**src/hdl/uct_pkg.sv**
```systemverilog
// Shared constants, tag codes and character-class helpers for the URI component tagger.
package uct_pkg;

  localparam int unsigned CharW = 8;
  localparam int unsigned TagW  = 3;
  localparam int unsigned ResW  = 2;
  localparam int unsigned PortW = 16;

  localparam logic [PortW-1:0] PortMax = 16'hFFFF;

  // Delimiter characters
  localparam logic [CharW-1:0] ChColon = 8'h3A;
  localparam logic [CharW-1:0] ChSlash = 8'h2F;
  localparam logic [CharW-1:0] ChAt    = 8'h40;
  localparam logic [CharW-1:0] ChQuery = 8'h3F;
  localparam logic [CharW-1:0] ChHash  = 8'h23;
  localparam logic [CharW-1:0] ChDot   = 8'h2E;
  localparam logic [CharW-1:0] ChZero  = 8'h30;
  localparam logic [CharW-1:0] ChNine  = 8'h39;

  // Component tags
  localparam logic [TagW-1:0] TagNone     = 3'd0;
  localparam logic [TagW-1:0] TagScheme   = 3'd1;
  localparam logic [TagW-1:0] TagPending  = 3'd2;
  localparam logic [TagW-1:0] TagHost     = 3'd3;
  localparam logic [TagW-1:0] TagPath     = 3'd4;
  localparam logic [TagW-1:0] TagQuery    = 3'd5;
  localparam logic [TagW-1:0] TagFragment = 3'd6;

  // Pending-text resolution codes
  localparam logic [ResW-1:0] ResNone = 2'd0;
  localparam logic [ResW-1:0] ResUser = 2'd1;
  localparam logic [ResW-1:0] ResHost = 2'd2;

  function automatic logic is_alpha(input logic [CharW-1:0] c);
    return ((c >= 8'h41) && (c <= 8'h5A)) || ((c >= 8'h61) && (c <= 8'h7A));
  endfunction

  function automatic logic is_digit(input logic [CharW-1:0] c);
    return (c >= ChZero) && (c <= ChNine);
  endfunction

  function automatic logic is_host_char(input logic [CharW-1:0] c);
    return is_alpha(c) || is_digit(c) || (c == ChDot);
  endfunction

endpackage

```
**src/hdl/uri_component_tagger_core.sv**
```systemverilog
// URI component tagger: per-character phase tracking, tagging and port accumulation.
// Each input transfer's result appears in the output register in the next cycle.
// Throughput: one character per cycle; input is stalled only while a held result is stalled.
// The phase register and the port accumulator set the per-character path.
// Reset (rst_ni low, asynchronous): scheme phase, port zero, no result held.
// After each final character the phase and port return to their reset values.
module uri_component_tagger_core
  import uct_pkg::*;
(
  input  logic             clk_i,
  input  logic             rst_ni,
  input  logic             in_valid_i,
  output logic             in_stall_o,
  input  logic [CharW-1:0] char_in_i,
  input  logic             last_char_i,
  output logic             out_valid_o,
  input  logic             out_stall_i,
  output logic [CharW-1:0] char_echo_o,
  output logic [TagW-1:0]  field_tag_o,
  output logic [ResW-1:0]  pending_resolve_o,
  output logic             uri_done_o,
  output logic             uri_valid_o,
  output logic [PortW-1:0] port_value_o
);

  typedef enum logic [3:0] {
    PhScheme    = 4'd0,
    PhColon     = 4'd1,
    PhSlash1    = 4'd2,
    PhPending   = 4'd3,
    PhAt        = 4'd4,
    PhHost      = 4'd5,
    PhPortStart = 4'd6,
    PhPort      = 4'd7,
    PhPath      = 4'd8,
    PhQuery     = 4'd9,
    PhFragment  = 4'd10,
    PhError     = 4'd11
  } phase_e;

  phase_e           phase_q, phase_d, next_ph;
  logic [PortW-1:0] port_q, port_d, port_new;
  logic             out_valid_q;
  logic [CharW-1:0] echo_q;
  logic [TagW-1:0]  tag_q, tag_d;
  logic [ResW-1:0]  res_q, res_d;
  logic             done_q, valid_q;
  logic [PortW-1:0] portv_q;

  logic             in_xfer;
  logic [3:0]       digit;
  logic [PortW+3:0] mac;

  assign in_stall_o = out_valid_q && out_stall_i;
  assign in_xfer    = in_valid_i && !in_stall_o;

  assign digit = 4'(char_in_i - ChZero);
  // acc * 10 + digit as shifts and adds
  assign mac   = ({port_q, 3'b000} + {3'b000, port_q, 1'b0}) + {16'd0, digit};

  always_comb begin
    tag_d    = TagNone;
    res_d    = ResNone;
    next_ph  = phase_q;
    port_new = port_q;
    unique case (phase_q)
      PhScheme: begin
        if (is_alpha(char_in_i)) tag_d = TagScheme;
        else if (char_in_i == ChColon) next_ph = PhColon;
        else next_ph = PhError;
      end
      PhColon:  next_ph = (char_in_i == ChSlash) ? PhSlash1 : PhError;
      PhSlash1: next_ph = (char_in_i == ChSlash) ? PhPending : PhError;
      PhPending: begin
        if (char_in_i == ChAt) begin
          res_d   = ResUser;
          next_ph = PhAt;
        end else if (char_in_i == ChColon) begin
          res_d   = ResHost;
          next_ph = PhPortStart;
        end else if (char_in_i == ChSlash) begin
          res_d   = ResHost;
          tag_d   = TagPath;
          next_ph = PhPath;
        end else if (last_char_i) begin
          res_d = ResHost;
          tag_d = TagHost;
        end else begin
          tag_d = TagPending;
        end
      end
      PhAt: begin
        if (is_host_char(char_in_i)) tag_d = TagHost;
        next_ph = PhHost;
      end
      PhHost: begin
        if (char_in_i == ChColon) next_ph = PhPortStart;
        else if (char_in_i == ChSlash) begin
          tag_d   = TagPath;
          next_ph = PhPath;
        end else if (is_host_char(char_in_i)) tag_d = TagHost;
        else next_ph = PhError;
      end
      PhPortStart: begin
        if (is_digit(char_in_i)) begin
          port_new = {12'd0, digit};
          next_ph  = PhPort;
        end else next_ph = PhError;
      end
      PhPort: begin
        if (is_digit(char_in_i)) begin
          // saturate once the value leaves 16 bits
          port_new = (mac[PortW+3:PortW] != 4'd0) ? PortMax : mac[PortW-1:0];
        end else if (char_in_i == ChSlash) begin
          tag_d   = TagPath;
          next_ph = PhPath;
        end else next_ph = PhError;
      end
      PhPath: begin
        if (char_in_i == ChQuery) next_ph = PhQuery;
        else if (char_in_i == ChHash) next_ph = PhFragment;
        else tag_d = TagPath;
      end
      PhQuery: begin
        if (char_in_i == ChHash) next_ph = PhFragment;
        else tag_d = TagQuery;
      end
      PhFragment: tag_d = TagFragment;
      default:    next_ph = PhError;
    endcase
    phase_d = last_char_i ? PhScheme : next_ph;
    port_d  = last_char_i ? '0 : port_new;
  end

  always_ff @(posedge clk_i or negedge rst_ni) begin
    if (!rst_ni) begin
      phase_q     <= PhScheme;
      port_q      <= '0;
      out_valid_q <= 1'b0;
    end else begin
      if (in_xfer) begin
        phase_q <= phase_d;
        port_q  <= port_d;
      end
      // hold while the result is stalled, else load or drain
      if (!in_stall_o) out_valid_q <= in_valid_i;
    end
  end

  always_ff @(posedge clk_i) begin
    if (in_xfer) begin
      echo_q  <= char_in_i;
      tag_q   <= tag_d;
      res_q   <= res_d;
      done_q  <= last_char_i;
      valid_q <= (next_ph != PhError);
      portv_q <= port_new;
    end
  end

  assign out_valid_o       = out_valid_q;
  assign char_echo_o       = echo_q;
  assign field_tag_o       = tag_q;
  assign pending_resolve_o = res_q;
  assign uri_done_o        = done_q;
  assign uri_valid_o       = valid_q;
  assign port_value_o      = portv_q;

`ifndef NO_ASSERTIONS
  a_last_resets: assert property (@(posedge clk_i) disable iff (!rst_ni)
    in_xfer && last_char_i |=> (phase_q == PhScheme) && (port_q == '0))
    else $error("phase or port not cleared after final character");

  a_error_untagged: assert property (@(posedge clk_i) disable iff (!rst_ni)
    out_valid_o && !uri_valid_o |-> (field_tag_o == TagNone))
    else $error("tagged character reported with a syntax error");

  a_pending_not_last: assert property (@(posedge clk_i) disable iff (!rst_ni)
    out_valid_o && (field_tag_o == TagPending) |-> !uri_done_o)
    else $error("final character left pending");

  a_stall_only_when_held: assert property (@(posedge clk_i) disable iff (!rst_ni)
    in_stall_o |-> out_valid_o)
    else $error("input stalled with no result held");
`endif

endmodule

```
**config.mk**
```make
export PLATFORM = sky130hd
export DESIGN_NAME = uri_component_tagger_core
export DESIGN_NICKNAME = d
export VERILOG_FILES = /design/src/hdl/uct_pkg.sv /design/src/hdl/uri_component_tagger_core.sv
export SDC_FILE = /design/constraint.sdc
export NUM_CORES = 1
export LEC_CHECK = 0
export BUFFER_PORTS_ARGS = -buffer_cell sky130_fd_sc_hd__buf_2
export CAP_MARGIN = 20
export CORE_UTILIZATION = 58
export DETAILED_ROUTE_END_ITERATION = 7
export PLACE_DENSITY = 0.9
export SLEW_MARGIN = 20
export SYNTH_ARGS = -nofsm -noshare
export SYNTH_HDL_FRONTEND = slang
export SYNTH_SLANG_ARGS = --single-unit
```
**constraint.sdc**
```tcl
create_clock -name clk_i -period 8.95 [get_ports clk_i]
set_input_delay 1.79 -clock clk_i [delete_from_list [all_inputs] [get_ports clk_i]]
set_output_delay 1.79 -clock clk_i [all_outputs]
set_load 0.005 [all_outputs]
```
# Word level (Yosys, flattened, before mapping)

Cells that the tools add are included.

Flip-flop bits (word level): 52
Output and inout bits: 33
Latch bits: 0
Memories: 0
Memory bits (writable): 0
Bits in read-only memories: 0
Word-level logic and storage cells: 89
Input bits: 13

Multipliers: 0
Bitwise operators: 1
Multiplexer cells: 40
$lt $le $gt $ge: 6
Equality and inequality tests: 17
Reductions and logical operators: 12
Add/subtract/negate cells: 3
Divide/modulo/power cells: 0
Shifts and indexed selects: 0

Operators with widths:

| cell                | number |
|---|---|
| $mux 16             | 4 |
| $mux 4              | 15 |
| $pmux 4 s11         | 1 |
| $eq 8x6->1 const B  | 5 |
| $pmux 16 s2         | 1 |
| $mux 3              | 10 |
| $pmux 3 s8          | 1 |
| $add 19x17->20      | 1 |
| $add 20x4->20       | 1 |
| $eq 4x3->1 const B  | 4 |
| $ge 8x7->1 const B  | 2 |
| $le 8x7->1 const B  | 2 |
| $eq 4x4->1 const B  | 3 |
| $mux 2              | 5 |
| $eq 4x2->1 const B  | 2 |
| $eq 8x7->1 const B  | 1 |
| $ge 8x6->1 const B  | 1 |
| $le 8x6->1 const B  | 1 |
| $logic_and 1x1->1   | 5 |
| $eq 4x1->1 const B  | 1 |
| $logic_not 4->1     | 1 |
| $ne 4x4->1 const B  | 1 |
| $reduce_bool 4->1   | 1 |
| $sub 4x1->4 const B | 1 |
| other kinds (5)     | 9 |

# Depth between registers and ports, before layout

Depth after elaboration: 10
Depth in mapped cells: 14
Gate-level depth less buffers: 12

# Worst setup path after synthesis

Ideal clock, no wire load.

Path kind: input to register
Start point: in char_in_i[3]
End point: reg portv_q[6], in the netlist port_value_o[6] (data pin)
Setup time: 0.257 ns
Cell stages on the path: 14
Path buffers: 2
Arrival: 4.355 ns
Slack: 4.338 ns
Data required time: 8.693 ns
Cell sequence: buf_2 -> inv_1 -> fa_1 -> inv_1 -> ha_1 -> a211oi_1 -> o211ai_1 -> nand4_1 -> a21bo_2 -> o21ai_0 -> a21oi_4 -> buf_6 -> nand4b_1 -> a22o_2

Word-level cells in the longest chain between the ends: 6
Elaborated cells between the ends (all ways): 10
Those cells by class: 2 x add/sub; 2 x order compare; 4 x mux; 2 x reduce/logical

RTL lines:

| element              | line                             | RTL |
|---|---|---|
| start, declared      | uri_component_tagger_core.sv:14  | `input logic [CharW-1:0] char_in_i,` |
| $sub 4x1->4          | uri_component_tagger_core.sv:57  | `assign digit = 4'(char_in_i - ChZero);` |
| $add 20x4->20        | uri_component_tagger_core.sv:59  | `assign mac = ({port_q, 3'b000} + {3'b000, port_q, 1'b0}) + {16'd0, digit};` |
| $reduce_bool 4->1    | uri_component_tagger_core.sv:113 | `port_new = (mac[PortW+3:PortW] != 4'd0) ? PortMax : mac[PortW-1:0];` |
| $mux 16              | uri_component_tagger_core.sv:113 |  |
| $mux 16              | uri_component_tagger_core.sv:111 | `if (is_digit(char_in_i)) begin` |
| $pmux 16 s2 (*)      | uri_component_tagger_core.sv:66  | `unique case (phase_q)` |
| net port_new[6]      | uri_component_tagger_core.sv:42  | `logic [PortW-1:0] port_q, port_d, port_new;` |
| end signal, assigned | uri_component_tagger_core.sv:157 | `portv_q <= port_new;` |
| end, declared        | uri_component_tagger_core.sv:48  | `logic [PortW-1:0] portv_q;` |

Mark *: on every way through the listed nets, which the timed path passes. The rest lies on a longest branch.
A chain may end at the register's enable or synchronous reset.

# Worst setup path in the final report

Start point: in char_in_i[3]
End point: reg portv_q[0], in the netlist port_value_o[0] (data pin)

The elaborated chain is that of the path after synthesis.

==> metrics.md <==
| Metric | Value |
|---|---|
| Class of the worst hold path | reg -> reg |
| Final Hold Viols | 0 |
| Synth top cells by count | edfxtp_1, ha_1, nand2_1, nor2_1, o21ai_0 |
| Chip Height | 81.9 um |
| Worst-path fanout max | 16 |
| Max Clk Rate | 205 MHz |
| First-pass GRT wire length | 14.0 mm |
| Distinct cells, synth | 61 |
| Post-synth top flop | edfxtp_1 |
| Initial Utilization | 61.5% |
| Sequential area share after synthesis | 39.3% |
| DP HPWL | 6.49 mm |
| Leak | 1.79 nW |
| Antenna violations before repair | 0 |
| Die area | 6710 sq um |
| Post-synth EDFFs | 31 |
| Critical Path Max Stage Delay | 0.78 ns |
| Mean Syn Cell Area | 10.0 sq um |
| Root Driver | clkbuf_8 |
| RePlAce Congestion | 0.978 |
| Slew Limit Fails | 0 |
| Pint | 0.371 mW |
| Net Sw Power | 0.165 mW |
| Max-Cap Viols | 0 |
| Clock sinks | 52 |
| Worst-path clk slew | 0.10 ns |
| Crit path arrival time | 5.08 ns |
| H-tree levels | 2 |
| Flop pwr share | 54.2% |
| Synth top area share | 25.1% |
| Critical path, cell by cell | buf_2 -> inv_1 -> fa_1 -> inv_1 -> ha_1 -> a211oi_1 -> o211ai_1 -> a31oi_1 -> nor2b_1 -> xor2_1 -> nor3_1 -> a31oi_1 -> mux2_2 |
| Remaining routing DRC violations | 0 |
| Slew @ Worst Pin | 0.965 ns |
| Skew final | 0.00424 ns |
| Power share of the clock group | 26.6% |
| Final Cycle Share | 54.6% |
| Synth area leader | edfxtp_1 |
| Final ANT Viol Nets | 0 |
| CTS tree | done |
| Tmin final | 4.89 ns |
| Buf+Inv Stages, Crit Path | 3 |
| Post-Layout Cell Count | 481 |
| Adder-cell share of the synthesized area | 11.6% |
| Max stage delay cell, worst path | xor2_1 |
| Clk Latency, worst-skew pair | 0.31 ns |
| Mapped Cells | 370 |
| Startpoint types | input port |
| Grt total ovfl | 0 |
| Pwr per Cell Area | 133 nW/um^2 |
| Met1 Use GR | 39.8% |
| Met3 global-route usage | 3.56% |
| Area grow syn2layout | 8.78% |
| Xor/xnor share of the synthesized area | 3.07% |
| # hold bufs at CTS | 0 |
| Asr flop ratio synth | 40.4% |
| Num CTS Buffers | 5 |
| Yosys warns | 0 |
| Slew HR | 35.4% |
| RSZ-0062 raised after global routing | false |
| Placement row count | 28 |
| Final Worst Setup Slack | 4.06 ns |
| Switching share of power | 30.8% |
| Largest family of logic cells by synthesized area | compound AO/OA/AOI/OAI gates |
| GRT busiest layer | met2 |
| Core box area | 6030 sq um |
| Fillers | 448 |
| Placed cells | 473 |
| Nets | 451 |
| Met2 usage | 40.2% |
| Drt wl/cell | 18.2 um |
| Pin count of the biggest net entering global routing | 39 |
| Required @ worst endpoint | 9.14 ns |
| Vias in the first global route | 2927 |
| Cell Area, Synth | 3700 sq um |
| Total power | 0.536 mW |
| Syn_nets | 416 |
| Critical Path Sink Type | flop |
| Clock Path Buffers | 2 |
| Simple logic cell fraction of the synthesized area | 17.1% |
| Seq cells post-synth | 52 |
| Setup violations, final | 0 |
| Post-CTS Resized | 0 |
| Peak supply drop | 0.103 mV |
| Area contributors post-synth | edfxtp_1, dfrtp_1, ha_1 |
| Compound-Gate Fraction of Synth Area | 24.0% |
| Share of layout cells above drive strength 1 | 19.5% |
| Number of vias per cell | 6.78 |
| DR vias | 3262 |
| Outcome | finished clean |
| Multiplexer share of the synthesized area | 0.912% |
| # diodes | 0 |
| Initial DRC Count | 391 |
| IO buf count | 45 |
| Fin util | 66.9% |
| CP delay by family, top | adder cells |
| Logic pwr share | 19.1% |
| Final WL | 8.76 mm |
| Critical path class | in -> reg |
| Pre-CTS setup slack | 3.83 ns |
| Setup tns final | 0 ns |
| Post-CTS Setup Inserts | 0 |
| Top Ports | 46 |
| First-pass DRT Iterations | 6 |
| Die width | 81.9 um |
| Total Routing Usage GR | 27.1% |
-- power groups by stage --
stage	clock (mW)	sequential, mW	combinational (mW)
floorplan	0	0.284	0.0787
global placement	0	0.294	0.0982
detailed placement	0	0.295	0.100
CTS	0.142	0.290	0.101
global route	0.152	0.293	0.115
finish	0.143	0.291	0.103
-- layout make-up --
| class | instances | area, sq um | share of cell area, % |
|---|---|---|---|
| timing repair buffer | 47 | 240 | 5.96 |
| clock inverter | 3 | 26.3 | 0.652 |
| tap | 75 | 93.8 | 2.33 |
| inverter | 13 | 48.8 | 1.21 |
| multi-input combinational | 286 | 2100 | 52.0 |
| sequential | 52 | 1460 | 36.1 |
| clock buffer | 5 | 68.8 | 1.71 |
-- kinds of logic (layout without fill, tap and decap cells) --
| logic type | after synthesis | count (layout) |
|---|---|---|
| adders and majority gates | 33 | 33 |
| buffers and inverters | 32 | 68 |
| muxes | 3 | 3 |
| and+or+nand+nor | 115 | 115 |
| DFF | 52 | 52 |
| AOI/OAI and AO/OA | 122 | 122 |
| xor gates and xnor gates | 13 | 13 |
-- flip-flops by register name, summed over array words and instances, names as in the netlist --
name	flops
uri_valid_o	1
char_echo_o	8
pending_resolve_o	2
port_q	16
phase_q	4
out_valid_o	1
uri_done_o	1
port_value_o	16
field_tag_o	3
-- path summary, 6_finish.rpt --
check	slack [ns]	end	cells after the start	startpoint
worst max register to register	5.36	port_value_o[0]	12	port_q[0]
worst min-delay path	0.54	port_q[2]	1	port_q[2]
min in group asynchronous	1.42	port_q[11]	1	rst_ni
worst max-delay path	4.06	port_value_o[0]	13	char_in_i[3]
worst min register to register	0.54	port_q[2]	1	port_q[2]
max in group asynchronous	7.19	port_q[3]	1	rst_ni
-- metrics by stage --
stage | hold slack [ns] | instance area [sq um]
after global routing | 0.586 | 4030
after global placement | 0.510 | 3940
final | 0.543 | 4030
after floorplan | 0.494 | 3700
after CTS | 0.544 | 4030
after detailed placement | 0.522 | 3940
-- worst register-to-register path: cells and delay by family, from the launching register on --
family / cells / cell delay [ns]
AO/OA/AOI/OAI: 4 / 0.79
XOR/XNOR: 1 / 0.78
adder cells (fa/ha/maj): 2 / 0.86
buffers and inverters: 2 / 0.14
flip-flops: 1 / 0.42
multiplexers: 1 / 0.20
AND/OR/NAND/NOR: 2 / 0.30
-- layer usage --
layer / vias up / share of wire (%)
met5: - / 0
met4: 0 / 2.1
met3: 29 / 8.3
met2: 184 / 44
met1: 1555 / 45
li1: 1494 / -
-- cells in the final DEF (no fill, tap or decap), drive strengths merged, types with 7 or more instances in the layout --
cell type   n
buf        47
nand2      32
ha         31
edfxtp     31
a22o       26
o21ai      25
a21oi      25
nor2       23
dfrtp      21
nand4b     13
inv        13
nor3       10
nand2b      9
xor2        8
a31oi       7
No activity file was read; power rests on OpenSTA's default activity.
